## config.mk

```make
export PLATFORM = sky130hd
export DESIGN_NAME = otpt_fill_mul
export DESIGN_NICKNAME = d
export VERILOG_FILES = /design/src/rtl/core/otpt_pkg.sv /design/src/rtl/core/otpt_fill_mul.sv
export SDC_FILE = /design/constraint.sdc
export NUM_CORES = 2
export LEC_CHECK = 0
export ABC_AREA = 1
export BUFFER_PORTS_ARGS = -buffer_cell sky130_fd_sc_hd__buf_2
export CAP_MARGIN = 30
export CORE_MARGIN = 2
export CORE_UTILIZATION = 45
export CTS_CLUSTER_DIAMETER = 120
export DETAILED_ROUTE_END_ITERATION = 10
export GPL_TIMING_DRIVEN = 0
export SETUP_SLACK_MARGIN = 0.5
export SLEW_MARGIN = 20
export SYNTH_ARGS = -nofsm -noshare
export SYNTH_HDL_FRONTEND = slang
export SYNTH_SLANG_ARGS = --single-unit
```

## constraint.sdc

```tcl
create_clock -name clock -period 12.8 [get_ports clock]
set_input_delay 1.28 -clock clock [delete_from_list [all_inputs] [get_ports clock]]
set_output_delay 1.28 -clock clock [all_outputs]
set_load 0.05 [all_outputs]
```

## src/rtl/core/otpt_pkg.sv

```systemverilog
// Shared types and codes for the order table and position tracker.
// No dependencies; every module of the block imports this package.
`timescale 1ns / 1ps

package otpt_pkg;

   localparam int TABLE_DEPTH_DEFAULT = 1024;
   localparam int ID_W                = 10;
   localparam int LIMIT_W             = 11;
   localparam logic [LIMIT_W-1:0] LIMIT_RESET = 11'd1024;

   // operation codes
   localparam logic [2:0] OP_CREATE = 3'd0;
   localparam logic [2:0] OP_ACK    = 3'd1;
   localparam logic [2:0] OP_FILL   = 3'd2;
   localparam logic [2:0] OP_CANCEL = 3'd3;
   localparam logic [2:0] OP_QUERY  = 3'd4;

   // error codes
   localparam logic [2:0] ERR_OK       = 3'd0;
   localparam logic [2:0] ERR_FULL     = 3'd1;
   localparam logic [2:0] ERR_BAD_ID   = 3'd2;
   localparam logic [2:0] ERR_OVERFILL = 3'd3;
   localparam logic [2:0] ERR_CLOSED   = 3'd4;

   // order status codes
   localparam logic [2:0] STATUS_PENDING   = 3'd0;
   localparam logic [2:0] STATUS_LIVE      = 3'd1;
   localparam logic [2:0] STATUS_PARTIAL   = 3'd2;
   localparam logic [2:0] STATUS_FILLED    = 3'd3;
   localparam logic [2:0] STATUS_CANCELLED = 3'd4;

   typedef struct packed {
      logic [2:0]         operation;
      logic [ID_W-1:0]    target_id;
      logic signed [63:0] limit_price;
      logic [31:0]        quantity;
      logic               buy_side;
   } req_type;

   typedef struct packed {
      logic [2:0]         error_code;
      logic [ID_W-1:0]    result_id;
      logic [2:0]         order_status;
      logic signed [63:0] order_price;
      logic [31:0]        order_quantity;
      logic [31:0]        order_filled;
      logic               order_buy_side;
      logic signed [63:0] position;
      logic signed [63:0] cash_balance;
   } rsp_type;

   // one table row: price, size, filled size, side and status
   typedef struct packed {
      logic [63:0] price;
      logic [31:0] quantity;
      logic [31:0] filled;
      logic        buy_side;
      logic [2:0]  status;
   } entry_type;

   typedef enum logic [1:0] {
      FSM_IDLE,
      FSM_EVAL,
      FSM_MULT,
      FSM_FINISH
   } ctl_state_type;

   typedef enum logic [2:0] {
      MUL_IDLE,
      MUL_LO,
      MUL_HI,
      MUL_SUM,
      MUL_DONE
   } mul_state_type;

endpackage

```

## src/rtl/core/otpt_fill_mul.sv

```systemverilog
// Fill value unit: low 64 bits of quantity times price, one 32x32 multiplier
// used twice, then one add. Depends on otpt_pkg for its state type.
`timescale 1ns / 1ps

module otpt_fill_mul
   import otpt_pkg::*;
(
   input  logic        clock,
   input  logic        reset,
   input  logic        start,
   input  logic [63:0] price,
   input  logic [31:0] quantity,
   output logic        done,
   output logic [63:0] value
);

   mul_state_type state_ff, state_in;
   logic [63:0]   price_ff;
   logic [31:0]   qty_ff;
   logic [63:0]   lo_ff;
   logic [31:0]   hi_ff;
   logic [63:0]   value_ff;
   logic [31:0]   mul_a;
   logic [63:0]   product;

   always_comb begin
      state_in = state_ff;
      unique case (state_ff)
         MUL_IDLE: if (start) state_in = MUL_LO;
         MUL_LO:   state_in = MUL_HI;
         MUL_HI:   state_in = MUL_SUM;
         MUL_SUM:  state_in = MUL_DONE;
         MUL_DONE: state_in = MUL_IDLE;
         default:  state_in = MUL_IDLE;
      endcase
   end

   always_ff @(posedge clock) begin
      if (reset) begin
         state_ff <= MUL_IDLE;
      end else begin
         state_ff <= state_in;
      end
   end

   // low half of the price first, then the high half
   assign mul_a   = (state_ff == MUL_LO) ? price_ff[31:0] : price_ff[63:32];
   assign product = {32'b0, mul_a} * {32'b0, qty_ff};

   always_ff @(posedge clock) begin
      if (state_ff == MUL_IDLE && start) begin
         price_ff <= price;
         qty_ff   <= quantity;
      end
      if (state_ff == MUL_LO) begin
         lo_ff <= product;
      end
      if (state_ff == MUL_HI) begin
         hi_ff <= product[31:0];
      end
      if (state_ff == MUL_SUM) begin
         value_ff <= lo_ff + {hi_ff, 32'b0};
      end
   end

   assign done  = (state_ff == MUL_DONE);
   assign value = value_ff;

endmodule

```

**Word level (Yosys, flattened, before mapping)**

Cells that the tools add are included.

- Bits in registers: 259
- Input bits: 99

- Add/subtract/negate cells: 1
- Multipliers: 1
- Equal/unequal tests: 5
- Muxes and demuxes: 3
- Reductions and logical operators: 2

Operators with widths:

| operator | number |
|---|---|
| $add 64x64->64 | 1 |
| $mul 32x32->64 | 1 |
| $mux 32 | 1 |
| $pmux 3 s4 | 1 |
| $eq 3x2->1 const B | 2 |
| $eq 3x1->1 const B | 1 |
| $eq 3x3->1 const B | 1 |
| $logic_not 3->1 | 1 |
| $mux 3 | 1 |
| $ne 2x2->1 const B | 1 |
| $logic_and 1x1->1 | 1 |

**Logic depth before layout (Yosys ltp)**

- Word-level depth: 3
- Gate-level depth with buffers: 35

**Worst setup path after synthesis**

No wires, ideal clock.

- Kind: flip-flop to flip-flop
- From: register state_ff[2]
- To: register lo_ff[50], data pin
- Library setup time: 253 ps
- Arrival: 8500 ps
- Required time: 12547 ps
- Setup slack: 4047 ps
- Stages on the path, launching flop included: 29
- Buffers on the path: 2
- Clock period less this slack: 8753 ps
- Path through: dfxtp_1 nor3_4 clkbuf_1 or2_2 o21ai_4 buf_2 nor2_1 fa_1 fa_1 inv_1 fa_1 fa_1 inv_1 fa_1 fa_1 fa_1 inv_1 fa_1 inv_1 ha_1 nand2_1 nor2_1 inv_1 nor2_1 nand2_1 nor2_1 nand2_1 nand4_1 nand2_1

- Cells in the longest elaborated chain, start to end: 3

RTL lines:

| what | RTL line | RTL |
|---|---|---|
| start, declared | otpt_fill_mul.sv:17 | `mul_state_type state_ff, state_in;` |
| start signal, assigned | otpt_fill_mul.sv:42 | `state_ff <= state_in;` |
| $eq 3x1->1 | otpt_fill_mul.sv:47 | `assign mul_a = (state_ff == MUL_LO) ? price_ff[31:0] : price_ff[63:32];` |
| $mux 32 | otpt_fill_mul.sv:47 |  |
| $mul 32x32->64 | otpt_fill_mul.sv:48 | `assign product = {32'b0, mul_a} * {32'b0, qty_ff};` |
| via product[50] | otpt_fill_mul.sv:24 | `logic [63:0] product;` |
| end signal, assigned | otpt_fill_mul.sv:56 | `lo_ff <= product;` |
| end, declared | otpt_fill_mul.sv:20 | `logic [63:0] lo_ff;` |

The timed path passes the listed nets, and every way through them passes these cells.
A chain may end at the register's enable or synchronous reset.

**Worst setup path in the final report**

- From: register state_ff[2]
- To: register lo_ff[45], data pin

The elaborated chain is that of the path after synthesis.

==> impl_results.md <==
- Outcome: finished clean
- Number of synthesized register bits: 259
- Number of remaining DRC errors: 0
- XOR/XNOR Fraction of Synth Area: 0.0113
- CP max FO: 10
- Final count of negative-setup-slack endpoints: 0
- WL per Instance: 25.3 µm
- CP bufs+invs: 7
- Commonest non-fill, non-tap cell in the layout: inv_1
- Max_slew headroom: 0.243
- Synth Area in Simple Gates: 0.178
- Avg Vias per Cell: 5.34
- FMAX: ~99 MHz
- Clk_lat worst skew: 0.61 ns
- Tcrit/Tclk final: 0.785
- TritonCTS Buffers: 34
- Final Max Tran Viols: 0
- Largest net degree at the start of global routing: 39
- Commonest non-fill, non-tap cells in the layout: inv_1 (1209), nand2_1 (1092), fa_1 (897)
- Synth Instances: 5087
- Post_cts resized: 0
- Layout cell share with drive strength beyond 1: 0.0763
- Slew @ Worst Pin: 1.14 ns
- CTS clk-pin slew, worst paths: 0.06 ns
- Clock period minus worst slack: 10.05 ns
- Synth Area in Adders: 0.490
- Pre-antenna DRT Iters: 7
- Synth Warn #: 0
- Antenna-violating nets left: 0
- Clock Sinks: 259
- Critical path endpoint category: flip-flop
- Slack of the worst reg-to-reg path: 2.75 ns
- Final WL: roughly 170 mm
- Max Clock Skew: roughly 0.035 ns
- Compound-cell area share of the yosys netlist: 0.0225
- Worst path top cell family by delay: adder cells
- Setup WS post-layout: about 2.7 ns
- Hold Path Class: reg2reg
- Count of cell types in the netlist: 33
- Fillers: roughly 9.6k
- Final layout net count: approximately 6.6k
- Asr flop ratio synth: 0
- Mux share of post-synthesis cell area: 0
- Iter 0 DRT Violations: 3354
- I/O Buffers: 163
- Unrepaired setup endpoints after global routing: false
- GRT Residual Overflow: 0
- Vias in the first global route: around 36k
- Ys flop type: edfxtp_1
- Critical path required time: 13.09 ns
- Die width: 317 µm
- Startpoint Class: flip-flop
- Post-Syn Nets: 6377
- Gr usage total: 0.340
- Synth top area share: 0.407
- Max cap viols: 0
- Via count: 35.4k
- Initial Util: 0.455
- TritonCTS clock tree: yes
- Crit path kind: reg2reg
- Sequential fraction of the synthesis area: 0.175
- Fin util: 0.496
- Site Rows: 114
- Root buf cell: clkbuf_16
- Full die area: slightly above 0.1 mm²
- Leading area contributor after synthesis: fa_1
- Syn avg cell area: 8.68 µm²
- Critical path arrival: 10.34 ns
- H-tree depth: 2
- Place WS: 2.74 ns
- Hpwl dp: 142 mm
- Area Overhead vs Synth: 8.95%
- Highest-delay cell along the critical path: o21ai_1
- Most used cell, CP: fa_1
- Post CTS Setup Buffer Count: 0
- Mapped Area: 0.0441 mm²
- Antenna violations before repair: 13
- Ranking of synthesized cells by area: fa_1 (41%), edfxtp_1 (17%), inv_1 (10%), nand2_1 (9.3%), ha_1 (8.3%)
- EDFF count, synth: between 200 and 300
- Area of the core: 0.0970 mm²
- CP max stage delay: 0.73 ns
- Largest family of logic cells by synthesized area: adder cells
- GP Congestion: roughly 1.1
- Fin. Hold Viols: 0
- Clock Path Buffers: 3
- First-pass GRT wire length: 241 mm
- CTS Hold Bufs: 0
- DIE HEIGHT: between 300 and 400 µm
- IO Pins: 164
final timing paths:
check | start | end | cells past startpoint
hold / removal | lo_ff[5] | value[5] | 0
setup / recovery | state_ff[2] | lo_ff[45] | 25
setup reg to reg | state_ff[2] | lo_ff[45] | 25
hold reg to reg | lo_ff[5] | value[5] | 0
area by class of cell:
type                            count  area (µm²)  area share
Inverter                         1239        4650      0.0967
Clock inverter                     21         233     0.00484
Buffer                            172         768      0.0160
Antenna cell                        3        7.51    0.000156
Multi-Input combinational cell   3417       31000       0.645
Tap cell                         1276        1600      0.0332
Clock buffer                       39         870      0.0181
Sequential cell                   259        7750       0.161
Timing Repair Buffer              201        1210      0.0252
stage by stage:
stage          area [µm²]  hold WS [ns]  TNS (ns)  instances
6_report            48100         0.403         0       6627
5_1_grt             48100         0.409         0       6624
4_1_cts             48000         0.398         0       6618
3_5_place_dp        46900         0.406         0       6558
3_3_place_gp        46600         0.401    -24.37       6526
2_1_floorplan       44100         0.400         0       5087
registers in the layout, indices dropped and copies added, names as in the netlist:
signal and count:
hi_ff 32, lo_ff 64, price_ff 64, qty_ff 32
state_ff 3, value 64
metal layers:
layer	part of all wire	track usage	up-vias
met5	0.00056	0.00142	-
met4	0.062	0.173	14
met3	0.11	0.0935	435
met2	0.43	0.511	1875
met1	0.39	0.453	17700
li1	-	-	15300
logic make-up after synthesis:
kind of cell / after synthesis
and+or+nand+nor: 2012
buffers and inverters: 1411
AOI/OAI and AO/OA: 157
xor gates and xnor gates: 57
adders and majority gates: 1191
DFF: 259
synthesized netlist by cell type, drive strengths merged, types with 22 or more instances:
cell type	instances
nand3	87
nor2	747
fa	897
nand4	22
edfxtp	256
inv	1232
xor2	50
a21oi	82
o21ai	56
clkbuf	94
nor3	24
ha	294
buf	78
nand2	1092
or2	33
Power is left out: the tool's default activity adds up to more than one toggle a clock period on the data nets, which glitch-free logic cannot reach.
